### config.mk
export PLATFORM = sky130hd
export DESIGN_NAME = valve_clean_sequencer
export DESIGN_NICKNAME = d
export VERILOG_FILES = /design/src/sv/vcs_pkg.sv /design/src/sv/vcs_cfg_regs.sv /design/src/sv/vcs_seq_core.sv /design/src/sv/valve_clean_sequencer.sv
export SDC_FILE = /design/constraint.sdc
export NUM_CORES = 1
export LEC_CHECK = 0
export BUFFER_PORTS_ARGS = -buffer_cell sky130_fd_sc_hd__buf_2
export CAP_MARGIN = 20
export CORE_UTILIZATION = 52
export DETAILED_ROUTE_END_ITERATION = 16
export HOLD_SLACK_MARGIN = 0.08
export PLACE_DENSITY_LB_ADDON = 0.2
export SETUP_SLACK_MARGIN = 0.4
export SLEW_MARGIN = 20
export SYNTH_ARGS = -nofsm -noshare
export SYNTH_HDL_FRONTEND = slang
export SYNTH_HIERARCHICAL = 1
export SYNTH_SLANG_ARGS = --single-unit
### constraint.sdc
create_clock -name clk -period 7 [get_ports clk]
set_clock_uncertainty 0.1 [all_clocks]
set_input_delay 1.05 -clock clk [delete_from_list [all_inputs] [get_ports clk]]
set_output_delay 1.05 -clock clk [all_outputs]
set_load 0.02 [all_outputs]
### src/sv/vcs_pkg.sv
`default_nettype none

package vcs_pkg;

    // Configuration register indexes on the write port.
    localparam int unsigned CFG_ADDR_W = 3;
    typedef logic [CFG_ADDR_W-1:0] cfg_addr_t;

    localparam cfg_addr_t REG_TOTAL_MINUTES     = 3'd0;
    localparam cfg_addr_t REG_FORWARD_TICKS     = 3'd1;
    localparam cfg_addr_t REG_BACKWARD_TICKS    = 3'd2;
    localparam cfg_addr_t REG_PAUSE_TICKS       = 3'd3;
    localparam cfg_addr_t REG_FORWARD_PRESSURE  = 3'd4;
    localparam cfg_addr_t REG_BACKWARD_PRESSURE = 3'd5;

    localparam int unsigned CFG_DATA_W = 16;

    // Reset values of the configuration registers.
    localparam logic [9:0]  TOTAL_MINUTES_RST = 10'd10;
    localparam logic [15:0] PHASE_TICKS_RST   = 16'd100;

    // Smallest access level that may toggle the sequence, minus one.
    localparam logic [3:0] ACCESS_MIN_EXCL = 4'd2;

    // Divide by sixty: shift right by two, then multiply by ceil(2^18 / 15)
    // and drop 18 bits. Exact for every 14-bit dividend.
    localparam logic [14:0] DIV15_RECIP = 15'd17477;
    localparam int unsigned DIV15_SHIFT = 18;

    // Sequencer phases.
    typedef enum logic [3:0] {
        PH_OFF    = 4'd0,
        PH_START  = 4'd1,
        PH_FW_SET = 4'd2,
        PH_FW     = 4'd3,
        PH_FW_END = 4'd4,
        PH_P1_SET = 4'd5,
        PH_P1     = 4'd6,
        PH_P1_END = 4'd7,
        PH_BW_SET = 4'd8,
        PH_BW     = 4'd9,
        PH_BW_END = 4'd10,
        PH_P2_SET = 4'd11,
        PH_P2     = 4'd12,
        PH_P2_END = 4'd13,
        PH_STOP   = 4'd14
    } phase_t;

    // Configuration as seen by the sequencer.
    typedef struct packed {
        logic [9:0]  total_minutes;
        logic [15:0] forward_ticks;
        logic [15:0] backward_ticks;
        logic [15:0] pause_ticks;
        logic [15:0] forward_pressure;
        logic [15:0] backward_pressure;
    } cfg_t;

    // One input beat, last field in the lowest bits.
    typedef struct packed {
        logic       calib_ok;
        logic [3:0] access_level;
        logic       start_toggle;
    } in_item_t;

    // One result beat, last field in the lowest bits.
    typedef struct packed {
        logic        mold_step_clean;
        logic        mold_step_write;
        logic [9:0]  total_elapsed_minutes;
        logic [15:0] phase_elapsed;
        logic        override_active;
        logic [15:0] pressure_set;
        logic        valve_backward;
        logic        valve_forward;
    } result_t;

endpackage

`default_nettype wire

### src/sv/vcs_cfg_regs.sv
`default_nettype none

module vcs_cfg_regs
    import vcs_pkg::*;
(
    input  wire logic                  clk,
    input  wire logic                  rst_n,
    input  wire logic                  cfg_we,
    input  wire logic [CFG_ADDR_W-1:0] cfg_addr,
    input  wire logic [CFG_DATA_W-1:0] cfg_wdata,
    output cfg_t                       cfg
);

    cfg_t cfg_reg;
    cfg_t cfg_next;

    // Address decode; writes beyond the register list are dropped.
    always_comb
    begin
        cfg_next = cfg_reg;
        if (cfg_we)
        begin
            unique case (cfg_addr)
                REG_TOTAL_MINUTES:     cfg_next.total_minutes     = cfg_wdata[9:0];
                REG_FORWARD_TICKS:     cfg_next.forward_ticks     = cfg_wdata;
                REG_BACKWARD_TICKS:    cfg_next.backward_ticks    = cfg_wdata;
                REG_PAUSE_TICKS:       cfg_next.pause_ticks       = cfg_wdata;
                REG_FORWARD_PRESSURE:  cfg_next.forward_pressure  = cfg_wdata;
                REG_BACKWARD_PRESSURE: cfg_next.backward_pressure = cfg_wdata;
                default:               cfg_next = cfg_reg;
            endcase
        end
    end

    always_ff @(posedge clk or negedge rst_n)
    begin
        if (!rst_n)
        begin
            cfg_reg.total_minutes     <= TOTAL_MINUTES_RST;
            cfg_reg.forward_ticks     <= PHASE_TICKS_RST;
            cfg_reg.backward_ticks    <= PHASE_TICKS_RST;
            cfg_reg.pause_ticks       <= PHASE_TICKS_RST;
            cfg_reg.forward_pressure  <= '0;
            cfg_reg.backward_pressure <= '0;
        end
        else
        begin
            cfg_reg <= cfg_next;
        end
    end

    assign cfg = cfg_reg;

endmodule

`default_nettype wire

### src/sv/vcs_seq_core.sv
`default_nettype none

module vcs_seq_core
    import vcs_pkg::*;
(
    input  wire logic     clk,
    input  wire logic     rst_n,
    input  wire logic     adv,      // the held input beat is consumed this cycle
    input  wire in_item_t item,
    input  wire cfg_t     cfg,
    output result_t       res
);

    phase_t      phase_reg,     phase_next;
    logic [15:0] ph_count_reg,  ph_count_next;
    logic        ph_run_reg,    ph_run_next;
    logic [15:0] ph_limit_reg,  ph_limit_next;
    logic [15:0] tot_count_reg, tot_count_next;
    logic        tot_run_reg,   tot_run_next;
    logic [15:0] tot_limit_reg, tot_limit_next;
    logic [1:0]  valve_reg,     valve_next;
    logic [15:0] press_reg,     press_next;

    logic        permit;
    logic        ph_done;
    logic        tot_done;
    phase_t      phase_mid;
    logic [15:0] shown;
    logic [15:0] tot_limit_calc;
    logic [13:0] tot_quarter;
    logic [28:0] tot_prod;

    // Timer status as it stands at the start of the tick.
    assign ph_done  = ph_run_reg  && (ph_count_reg  >= ph_limit_reg);
    assign tot_done = tot_run_reg && (tot_count_reg >= tot_limit_reg);

    // A permitted toggle starts from off and stops from anywhere else.
    assign permit = (item.access_level > ACCESS_MIN_EXCL) && item.calib_ok
                    && item.start_toggle;

    always_comb
    begin
        phase_mid = phase_reg;
        if (permit)
        begin
            phase_mid = (phase_reg != PH_OFF) ? PH_STOP : PH_START;
        end
    end

    // Minutes times sixty, kept to 16 bits.
    assign tot_limit_calc = ({6'd0, cfg.total_minutes} << 6)
                            - ({6'd0, cfg.total_minutes} << 2);

    // Next phase; expiry of the total timer overrides every transition.
    always_comb
    begin
        unique case (phase_mid)
            PH_OFF:    phase_next = PH_OFF;
            PH_START:  phase_next = PH_FW_SET;
            PH_FW_SET: phase_next = PH_FW;
            PH_FW:     phase_next = ph_done ? PH_FW_END : PH_FW;
            PH_FW_END: phase_next = PH_P1_SET;
            PH_P1_SET: phase_next = PH_P1;
            PH_P1:     phase_next = ph_done ? PH_P1_END : PH_P1;
            PH_P1_END: phase_next = PH_BW_SET;
            PH_BW_SET: phase_next = PH_BW;
            PH_BW:     phase_next = ph_done ? PH_BW_END : PH_BW;
            PH_BW_END: phase_next = PH_P2_SET;
            PH_P2_SET: phase_next = PH_P2;
            PH_P2:     phase_next = ph_done ? PH_P2_END : PH_P2;
            PH_P2_END: phase_next = PH_FW_SET;
            default:   phase_next = PH_OFF;
        endcase
        if (tot_done)
        begin
            phase_next = PH_STOP;
        end
    end

    // Timer controls, valves, pressure and the shown phase time.
    always_comb
    begin
        ph_run_next    = ph_run_reg;
        ph_limit_next  = ph_limit_reg;
        tot_run_next   = tot_run_reg;
        tot_limit_next = tot_limit_reg;
        valve_next     = valve_reg;
        press_next     = press_reg;
        shown          = '0;
        unique case (phase_mid)
            PH_OFF:
            begin
            end
            PH_START:
            begin
                tot_run_next   = 1'b1;
                tot_limit_next = tot_limit_calc;
            end
            PH_FW_SET:
            begin
                ph_run_next   = 1'b1;
                ph_limit_next = cfg.forward_ticks;
            end
            PH_FW:
            begin
                valve_next[0] = 1'b1;
                press_next    = cfg.forward_pressure;
                shown         = ph_done ? 16'd0 : ph_count_reg;
                if (ph_done)
                begin
                    ph_run_next = 1'b0;
                end
            end
            PH_FW_END:
            begin
                valve_next[0] = 1'b0;
                press_next    = '0;
            end
            PH_P1_SET, PH_P2_SET:
            begin
                ph_run_next   = 1'b1;
                ph_limit_next = cfg.pause_ticks;
            end
            PH_P1, PH_P2:
            begin
                shown = ph_done ? 16'd0 : ph_count_reg;
                if (ph_done)
                begin
                    ph_run_next = 1'b0;
                end
            end
            PH_P1_END, PH_P2_END:
            begin
            end
            PH_BW_SET:
            begin
                ph_run_next   = 1'b1;
                ph_limit_next = cfg.backward_ticks;
            end
            PH_BW:
            begin
                valve_next[1] = 1'b1;
                press_next    = cfg.backward_pressure;
                shown         = ph_done ? 16'd0 : ph_count_reg;
                if (ph_done)
                begin
                    ph_run_next = 1'b0;
                end
            end
            PH_BW_END:
            begin
                valve_next[1] = 1'b0;
                press_next    = '0;
            end
            default:
            begin
                // Stop, and the one unused code, which behaves the same.
                ph_run_next  = 1'b0;
                tot_run_next = 1'b0;
                press_next   = '0;
                valve_next   = '0;
            end
        endcase
    end

    // On-delay counters: count up to the limit while running, clear otherwise.
    always_comb
    begin
        ph_count_next = '0;
        if (ph_run_next)
        begin
            ph_count_next = (ph_count_reg < ph_limit_next) ? ph_count_reg + 16'd1
                                                           : ph_count_reg;
        end
        tot_count_next = '0;
        if (tot_run_next)
        begin
            tot_count_next = (tot_count_reg < tot_limit_next) ? tot_count_reg + 16'd1
                                                              : tot_count_reg;
        end
    end

    // Elapsed minutes from the count at the start of the tick.
    assign tot_quarter = tot_count_reg[15:2];
    assign tot_prod    = {15'd0, tot_quarter} * {14'd0, DIV15_RECIP};

    always_comb
    begin
        res.valve_forward         = valve_next[0];
        res.valve_backward        = valve_next[1];
        res.pressure_set          = press_next;
        res.override_active       = (phase_next != PH_OFF);
        res.phase_elapsed         = shown;
        res.total_elapsed_minutes = tot_prod[DIV15_SHIFT +: 10];
        res.mold_step_write       = permit;
        res.mold_step_clean       = permit && (phase_reg == PH_OFF);
    end

    // State advances once per consumed beat.
    always_ff @(posedge clk or negedge rst_n)
    begin
        if (!rst_n)
        begin
            phase_reg     <= PH_STOP;
            ph_count_reg  <= '0;
            ph_run_reg    <= 1'b0;
            ph_limit_reg  <= '0;
            tot_count_reg <= '0;
            tot_run_reg   <= 1'b0;
            tot_limit_reg <= '0;
            valve_reg     <= '0;
            press_reg     <= '0;
        end
        else if (adv)
        begin
            phase_reg     <= phase_next;
            ph_count_reg  <= ph_count_next;
            ph_run_reg    <= ph_run_next;
            ph_limit_reg  <= ph_limit_next;
            tot_count_reg <= tot_count_next;
            tot_run_reg   <= tot_run_next;
            tot_limit_reg <= tot_limit_next;
            valve_reg     <= valve_next;
            press_reg     <= press_next;
        end
    end

endmodule

`default_nettype wire

### src/sv/valve_clean_sequencer.sv
`default_nettype none

// Channel   Direction  Ports                           Beat
// s         in         s_tvalid s_tready s_tdata[7:0]  one control tick
// m         out        m_tvalid m_tready m_tdata[47:0] one result per tick
// cfg       in         cfg_we cfg_addr[2:0] cfg_wdata  one register write
//
// Every input beat gives exactly one result beat; it passes through the input
// register and then the result register before it is shown on m.
// A new beat is taken every cycle while the result side keeps up; the
// sequencer state updates in one pass as the held beat moves to the result.
// When m_tready is low, both registers fill and s_tready drops; nothing is lost.
// Reset is asynchronous; the sequencer comes up in the stop phase.

module valve_clean_sequencer
    import vcs_pkg::*;
(
    input  wire logic                  clk,
    input  wire logic                  rst_n,
    input  wire logic                  s_tvalid,
    output logic                       s_tready,
    // [0] start_toggle, [4:1] access_level, [5] calib_ok, [7:6] zero
    input  wire logic [7:0]            s_tdata,
    output logic                       m_tvalid,
    input  wire logic                  m_tready,
    // [0] valve_forward, [1] valve_backward, [17:2] pressure_set,
    // [18] override_active, [34:19] phase_elapsed,
    // [44:35] total_elapsed_minutes, [45] mold_step_write,
    // [46] mold_step_clean, [47] zero
    output logic [47:0]                m_tdata,
    input  wire logic                  cfg_we,
    input  wire logic [CFG_ADDR_W-1:0] cfg_addr,
    input  wire logic [CFG_DATA_W-1:0] cfg_wdata
);

    cfg_t     cfg;
    in_item_t in_item_reg;
    logic     in_valid_reg;
    result_t  out_reg;
    logic     out_valid_reg;
    result_t  res;
    logic     adv;

    vcs_cfg_regs u_cfg (
        .clk       (clk),
        .rst_n     (rst_n),
        .cfg_we    (cfg_we),
        .cfg_addr  (cfg_addr),
        .cfg_wdata (cfg_wdata),
        .cfg       (cfg)
    );

    vcs_seq_core u_core (
        .clk   (clk),
        .rst_n (rst_n),
        .adv   (adv),
        .item  (in_item_reg),
        .cfg   (cfg),
        .res   (res)
    );

    // The held beat moves on when the result register is free or draining.
    assign adv      = in_valid_reg && (!out_valid_reg || m_tready);
    assign s_tready = !in_valid_reg || adv;

    // Input register.
    always_ff @(posedge clk or negedge rst_n)
    begin
        if (!rst_n)
        begin
            in_valid_reg <= 1'b0;
        end
        else if (s_tready)
        begin
            in_valid_reg <= s_tvalid;
        end
    end

    always_ff @(posedge clk)
    begin
        if (s_tready && s_tvalid)
        begin
            in_item_reg <= s_tdata[5:0];
        end
    end

    // Result register.
    always_ff @(posedge clk or negedge rst_n)
    begin
        if (!rst_n)
        begin
            out_valid_reg <= 1'b0;
        end
        else if (!out_valid_reg || m_tready)
        begin
            out_valid_reg <= in_valid_reg;
        end
    end

    always_ff @(posedge clk)
    begin
        if (adv)
        begin
            out_reg <= res;
        end
    end

    assign m_tvalid = out_valid_reg;
    assign m_tdata  = {1'b0, out_reg};

endmodule

`default_nettype wire
# Word-level counts from Yosys, hierarchy flattened
# Index checks and enable logic that the tools add are counted.
[op_classes]
add_sub_neg = 3
multipliers = 1
div_mod_pow = 0
order_cmp = 5
n_eq_ne = 20
n_shift = 0
muxes = 20
bitwise_logic = 1
n_reduce_logical = 34
[op_table]
columns = ["cell", "count"]
rows = [
  ["case mux 16 bit (3 select lines)", 2],
  ["2-to-1 mux 16 bit", 5],
  ["case mux 4 bit (12 select lines)", 1],
  ["adder 16 x 1 -> 16 bit (second input constant)", 2],
  [">= comparator 16 bit", 2],
  ["less-than comparator 16 bit", 2],
  ["multiplier 14 x 15 -> 28 bit (second input constant)", 1],
  ["equality test 4 bit (second input constant)", 6],
  ["OR reduction 12 bit", 2],
  ["equality test 4 x 3 -> 1 bit (second input constant)", 4],
  ["AND reduction 2 bit", 8],
  ["subtractor 16 x 12 -> 16 bit", 1],
  ["OR reduction 13 bit", 1],
  ["2-to-1 mux 4 bit", 3],
  ["OR reduction 10 bit", 1],
  ["equality test 4 x 2 -> 1 bit (second input constant)", 2],
  ["logical NOT 4 bit", 2],
  ["nonzero test 4 bit", 2],
  ["OR reduction 4 bit", 2],
  ["logical AND 1 bit", 7],
  ["equality test 3 x 2 -> 1 bit (second input constant)", 2],
  ["equality test 3 bit (second input constant)", 2],
  ["case mux 1 bit (2 select lines)", 3],
  ["OR reduction 2 bit", 3],
  ["other kinds (13)", 18],
]
[word_totals]
reg_bits = 233
latch_bits = 0
mem_bits_rw = 0
rom_bits = 0
in_bits = 32
output_inout_bits = 50
word_cells = 112
memories = 0

# Longest topological paths before layout
# Gate-level depths: netlist (run 1).
[logic_depth]
ltp_word = 10
mapped_depth = 20
depth_no_buf = 19

# By module
# The synthesis (run 1) kept the hierarchy.
[modules_own_cells]
columns = ["module", "instances", "cells_per_inst", "area_per_inst_um2", "seq_area_each_um2"]
rows = [
  ["vcs_seq_core", 1, 1056, 9063.7, 2205.9],
  ["vcs_cfg_regs", 1, 195, 3553.4, 2265.9],
  ["valve_clean_sequencer", 1, 63, 1706.6, 1641.6],
]

# Worst setup path before layout (run 1)
# Ideal clock, no wire load.
[synth_timing]
path_kind = "reg2reg"
startpoint = "register u_core.tot_count_reg[13]"
endpoint = "register out_reg, in the netlist m_tdata[42] (data pin)"
setup_time_ns = 0.267
t_arrival_ns = 4.474
required_ns = 6.633
path_slack_ns = 2.158
path_stages_with_launch = 16
n_path_buf = 0
period_less_slack_ns = 4.842
cell_sequence = "dfrtp_1 > ha_1 > fa_1 > fa_1 > inv_1 > fa_1 > inv_1 > ha_1 > ha_1 > a21o_1 > a2111oi_1 > a21oi_1 > a211oi_1 > o21bai_1 > a211oi_1 > nor2_1"
[synth_lines]
columns = ["item", "line_no", "rtl"]
rows = [
  ["start, declared", "vcs_seq_core.sv:18", "logic [15:0] tot_count_reg, tot_count_next;"],
  ["start signal, assigned", "vcs_seq_core.sv:220", "tot_count_reg <= tot_count_next;"],
  ["end signal, assigned", "valve_clean_sequencer.sv:104", "out_reg <= res;"],
  ["end, declared", "valve_clean_sequencer.sv:39", "result_t out_reg;"],
]

==> results of run 1 <==
## critical path, stage by stage (launching register included)
cell and delay [ns]:
dfrtp_1 0.59, ha_1 0.32, fa_1 0.50, fa_1 0.52, inv_1 0.06, fa_1 0.53
inv_1 0.04, ha_1 0.28, ha_1 0.33, a21o_1 0.19, a2111oi_1 0.56, a21oi_1 0.19
a211oi_1 0.39, o21bai_1 0.17, a211oi_1 0.25, nor2_1 0.06
## how the worst min path moves through the flow
stage | startpoint | to | slack, ns | depth (start not counted)
after floorplan | u_core/tot_limit_reg[12] | u_core/tot_limit_reg[12] | 0.35 | 2
after global placement | u_core/tot_limit_reg[14] | u_core/tot_limit_reg[14] | 0.36 | 2
after detailed placement | u_core/tot_limit_reg[14] | u_core/tot_limit_reg[14] | 0.37 | 2
after CTS | rst_n | u_core/tot_count_reg[12] | 0.35 | 1
after global routing | rst_n | u_core/tot_count_reg[12] | 0.37 | 1
final | rst_n | u_core/tot_limit_reg[13] | 0.35 | 1
## per-layer routing
metal | up-vias | share of wire [%] | GRT usage [%]
li1 | 4874 | - | -
met3 | 43 | 3.8 | 2.66
met4 | 0 | 2.2 | 6.18
met5 | - | 0 | 0
met2 | 178 | 50 | 38.6
met1 | 5009 | 44 | 29.2
## cell usage in the layout (no fill, tap or decap), types with 9 or more instances in the layout
cell | netlist | routed
a211oi_1 | 11 | 11
a21boi_1 | 10 | 10
a21o_1 | 11 | 11
a21oi_1 | 83 | 82
a222oi_1 | 31 | 31
a31oi_1 | 9 | 9
and3_1 | 24 | 24
buf_2 | 11 | 77
clkbuf_16 | 0 | 26
dfrtp_1 | 166 | 166
dfstp_2 | 14 | 14
edfxtp_1 | 53 | 53
fa_1 | 20 | 20
ha_1 | 155 | 155
inv_1 | 113 | 113
mux2_2 | 75 | 75
mux2_4 | 23 | 23
nand2_1 | 64 | 64
nand2b_1 | 11 | 11
nand3_1 | 20 | 20
nand4_1 | 10 | 10
nor2_1 | 102 | 102
nor3_1 | 12 | 12
o211ai_1 | 9 | 9
o21a_1 | 9 | 9
o21ai_0 | 54 | 54
o21ai_1 | 12 | 12
xnor2_1 | 18 | 18
xor2_1 | 15 | 15
## area by class of cell
| type | instances | area share [%] |
|---|---|---|
| multi-input combinational | 909 | 47.3 |
| sequential | 233 | 38.8 |
| clock buffer | 37 | 4.77 |
| timing repair buffer | 84 | 2.80 |
| inverter | 115 | 2.75 |
| tap | 341 | 2.70 |
| clock inverter | 11 | 0.952 |
## where the power goes
group | switching [uW] | total (uW) | internal (uW)
sequential | 294 | 2070 | 1780
combinational | 1080 | 1860 | 785
clock | 564 | 1420 | 860
## cells by family (layout without fill, tap and decap cells)
kind of cell    Yosys count  count (layout)  share of synthesized area [%]
simple gates            301             301                           10.8
compound gates          296             296                           14.0
flops                   233             233                           42.7
fa+ha+maj               176             176                           16.4
buf+inv                 172             247                           5.42
mux                     101             101                           8.53
xor+xnor                 34              34                           2.13
other cells               1               1                         0.0262
## per-stage QoR
stage	setup WS, ns	hold slack [ns]	cells	util [%]
2_1_floorplan	2.16	0.350	1314	-
3_3_place_gp	1.60	0.364	1682	55.1
3_5_place_dp	1.65	0.370	1682	55.1
4_1_cts	1.61	0.351	1730	58.5
5_1_grt	1.20	0.374	1730	58.5
6_report	1.64	0.352	1730	58.5
==> impl_metrics.ini, run 1 <==
[clock_network]
clk_latency_ns = 0.54
cts_buffers = 26
cts_tree = done
h-tree-depth = 1
root_buffer = clkbuf_16
cts-resized-gates = 0
clk_pin_slew_ns = 0.06
clkSinkCount = 233
clockBufferDepth = 3
post_cts_buffers = 0
ctsHoldBuffers = 0

[pwr]
finalPower_uw = 5350
peakVddDrop_mv = 0.211
power.leakage_uw = 0.00770
p_per_area_nw_per_um2 = 339

[timing]
setup_tns_ns = 0
rsz0062_at_grt = false
hold_violations = 0
relSlewSlack_pct = 27.4
worst_pin_slew_ns = 1.09
period_needed_ns = 5.36
finalCritPeriodShare_pct = 76.6
fmax_mhz = 187
setup_viol = 0
drv_slew = 0

[logic_synthesis]
synth_area_leaders = dfrtp_1, ha_1, edfxtp_1
synthTopCellsByCount = dfrtp_1, ha_1, inv_1, nor2_1, a21oi_1
synth_nets = 1521
synth_seq_area_share_pct = 42.7
ys_ff_latch = 233
yosysUniqueCellTypes = 95
yosysTopAreaCellShare_pct = 29.0
synthCells = 1314
synth_area_sq_um = 14300
synth_most_common_cell = dfrtp_1
synth_ff_type = dfrtp_1
yosys.area.top_type = dfrtp_1
yosys_warnings = 6
async_flop_share_pct = 77.3
synth-edff-count = 53
avgSynthCellArea_sq_um = 10.9

[place]
place.gp.congestion = 0.836
io_buffers = 78
dp_hpwl_microns = 21600
placed_area_sq_um = 14900

[routing]
wirelength_microns = 30400
vias_per_cell = 5.84
drc = 0
drt_iter0_drc = 657
ant_nets = 0
dr.pass1.iters = 7
vias = 10104
routedWlPerCell_microns = 17.6

[floorplanning]
rows = 60
core_sq_um = 27000
die_h_microns = 168
start_util_pct = 53.1
io_pins = 82
die-area_sq_um = 28200
die_x_microns = 168

[layout]
fin_area_sq_um = 15800
n_antenna_cell = 0
drive_above_1_share_pct = 18.9
multi_input_area_sq_um = 7460
fill_cells = 2253
largest_reg_flops = 90
synthToLayoutAreaGrowth_pct = 10.1
register_area_sq_um = 6110
nets = 1576

[worst_setup_path]
crit_fanout = 10
cp-startpoint = u_core/tot_count_reg[13]
crit_end = m_tdata[42]
reg2reg_setup_slack_ns = 1.64
crit_arrival_ns = 5.54
end_kind = register
critPathKind = reg2reg
cp.required_ns = 7.17
ff2ff_path_depth = 15
timing.rr.end = m_tdata[42]
cp-start-kind = register
worstReg2RegStart = u_core/tot_count_reg[13]

[grt]
antenna_found_initial = 0
overflow = 0
grt_pass1_vias = 10008
grt_pass1_wl_microns = 50600
grt_max_degree = 79
grt_util_all_layers_pct = 22.2

[worst_hold_path]
hp-class = in2async

[run]
cap_violations = 0

[run_status]
status = finished clean
No activity file was read; power rests on OpenSTA's default activity.
==> inputs of run 2 (changes only) <==
Clock period 7 ns to 5.1 ns, I/O delays scaled along.
==> impl_metrics.ini, run 2 (synthesis gave the netlist of run 1 again) <==
[layout]
nets = 1601
largest_reg_flops = 90
drive_above_1_share_pct = 21.5
final_util_pct = 59.7
fin_area_sq_um = 16100
n_antenna_cell = 0
fill_cells = 2218
mostFrequentLayoutCell = dfrtp_1
final_cell_mix = dfrtp_1, ha_1, inv_1
synthToLayoutAreaGrowth_pct = 12.3

[pwr]
switching_power_uw = 2640
pwr-share-comb_pct = 36.2
p_int_uw = 4670
power.leakage_uw = 0.00780
p_clk_share_pct = 25.3
switching_share_pct = 36.1
finalPower_uw = 7310
p_per_area_nw_per_um2 = 455
peakVddDrop_mv = 0.229
power_frac_seq_pct = 38.4

[floorplanning]
die_h_microns = 168
rows = 60
die-area_sq_um = 28200
start_util_pct = 53.1
die_x_microns = 168
io_pins = 82
core_sq_um = 27000

[worst_setup_path]
crit_arrival_ns = 4.76
cp.required_ns = 5.28
cp-start-kind = register
end_kind = register
critPathKind = reg2reg
crit_fanout = 3

[run]
cap_violations = 0

[grt]
overflow = 0
grt_max_degree = 98
grt_util_all_layers_pct = 22.6
antenna_found_initial = 0
grt_pass1_vias = 10354
grt_pass1_wl_microns = 51700

[place]
place.gp.congestion = 0.855
dp_hpwl_microns = 22300
placed_area_sq_um = 15000
io_buffers = 78
pre_cts_ws_ns = 0.145

[timing]
rsz0062_at_grt = true
setup_ws_ns = 0.513
worst_pin_slew_ns = 1.07
setup_tns_ns = 0
relSlewSlack_pct = 28.5
finalCritPeriodShare_pct = 89.9
hold_violations = 0
setup_viol = 0
period_needed_ns = 4.59
fmax_mhz = 218
drv_slew = 0

[routing]
drc = 0
wirelength_microns = 31200
vias_per_cell = 5.82
routedWlPerCell_microns = 17.8
ant_nets = 0
vias = 10213
drt_iter0_drc = 700
dr.pass1.iters = 8

[clock_network]
clk_pin_slew_ns = 0.05
h-tree-depth = 1
root_buffer = clkbuf_16
clk_latency_ns = 0.53
ctsHoldBuffers = 0
cts_buffers = 26
clockBufferDepth = 3
clkSinkCount = 233
cts_tree = done

[run_status]
status = finished clean

[worst_hold_path]
hp-class = in2async
## run 2: changes by cell type in the layout (fill, tap and decap cells not counted), sizes merged
cell / previous run / this run
buf: 84 / 109
clkbuf: 37 / 33
clkinv: 7 / 12
clkinvlp: 1 / 0
## run 2: metrics by stage
step	hold WS, ns	std cells
finish	0.178	1755
global route	0.241	1755
CTS	0.208	1751
floorplan	0.350	1314
global placement	0.362	1701
detailed placement	0.382	1701
## run 2: final timing paths
kind	depth (start not counted)	from	slack (ns)	endpoint
worst max-delay path	16	u_core/tot_count_reg[15]	0.51	m_tdata[44]
worst min-delay path	1	rst_n	0.18	u_core/tot_count_reg[11]
worst max register to register	16	u_core/tot_count_reg[15]	0.51	m_tdata[44]
worst min register to register	2	u_core/tot_limit_reg[14]	0.38	u_core/tot_limit_reg[14]
max in group asynchronous	2	rst_n	3.70	u_core/press_reg[10]
min in group clk	1	s_tdata[4]	0.31	in_item_reg[4]
## run 2: final cells by class
| cell class | instances | area (sq um) | area share [%] |
|---|---|---|---|
| multi-input combinational | 909 | 7600 | 47.3 |
| timing repair buffer | 109 | 653 | 4.06 |
| clock buffer | 33 | 697 | 4.33 |
| clock inverter | 15 | 153 | 0.949 |
| sequential | 233 | 6120 | 38.0 |
| inverter | 115 | 434 | 2.70 |
| tap | 341 | 427 | 2.65 |
## run 2: power by group through the flow
stage	sequential (uW)	clock, uW	combinational, uW
floorplan	2780	0	1980
global placement	2810	0	2540
detailed placement	2830	0	2620
CTS	2800	1900	2650
global route	2870	1960	2980
finish	2810	1850	2650
## run 2: timing repair
item | CTS | global route
resized for setup | 11 | 15
endpoints found under the hold margin | 0 | 0
endpoints found under the setup margin | 5 | 15
pin swaps | 9 | 17
setup buffers | 2 | 4
## run 2: per-layer routing
layer	share of wire, %	GRT usage (%)	up-vias
li1	-	-	4941
met1	44	28.9	5025
met2	51	40.2	191
met3	3.5	2.68	56
met4	2.4	6.54	0
met5	0	0	-
## run 2: critical path, stage by stage, from the launching register on
cell and delay, ns:
dfrtp_1 0.41, ha_4 0.26, fa_1 0.49, fa_1 0.51, inv_2 0.04, fa_2 0.33
inv_2 0.06, fa_1 0.44, ha_4 0.27, buf_6 0.12, a2111oi_4 0.46, a21oi_4 0.11
a211oi_2 0.27, buf_4 0.18, o31ai_4 0.07, o21ai_2 0.14, xnor2_1 0.07
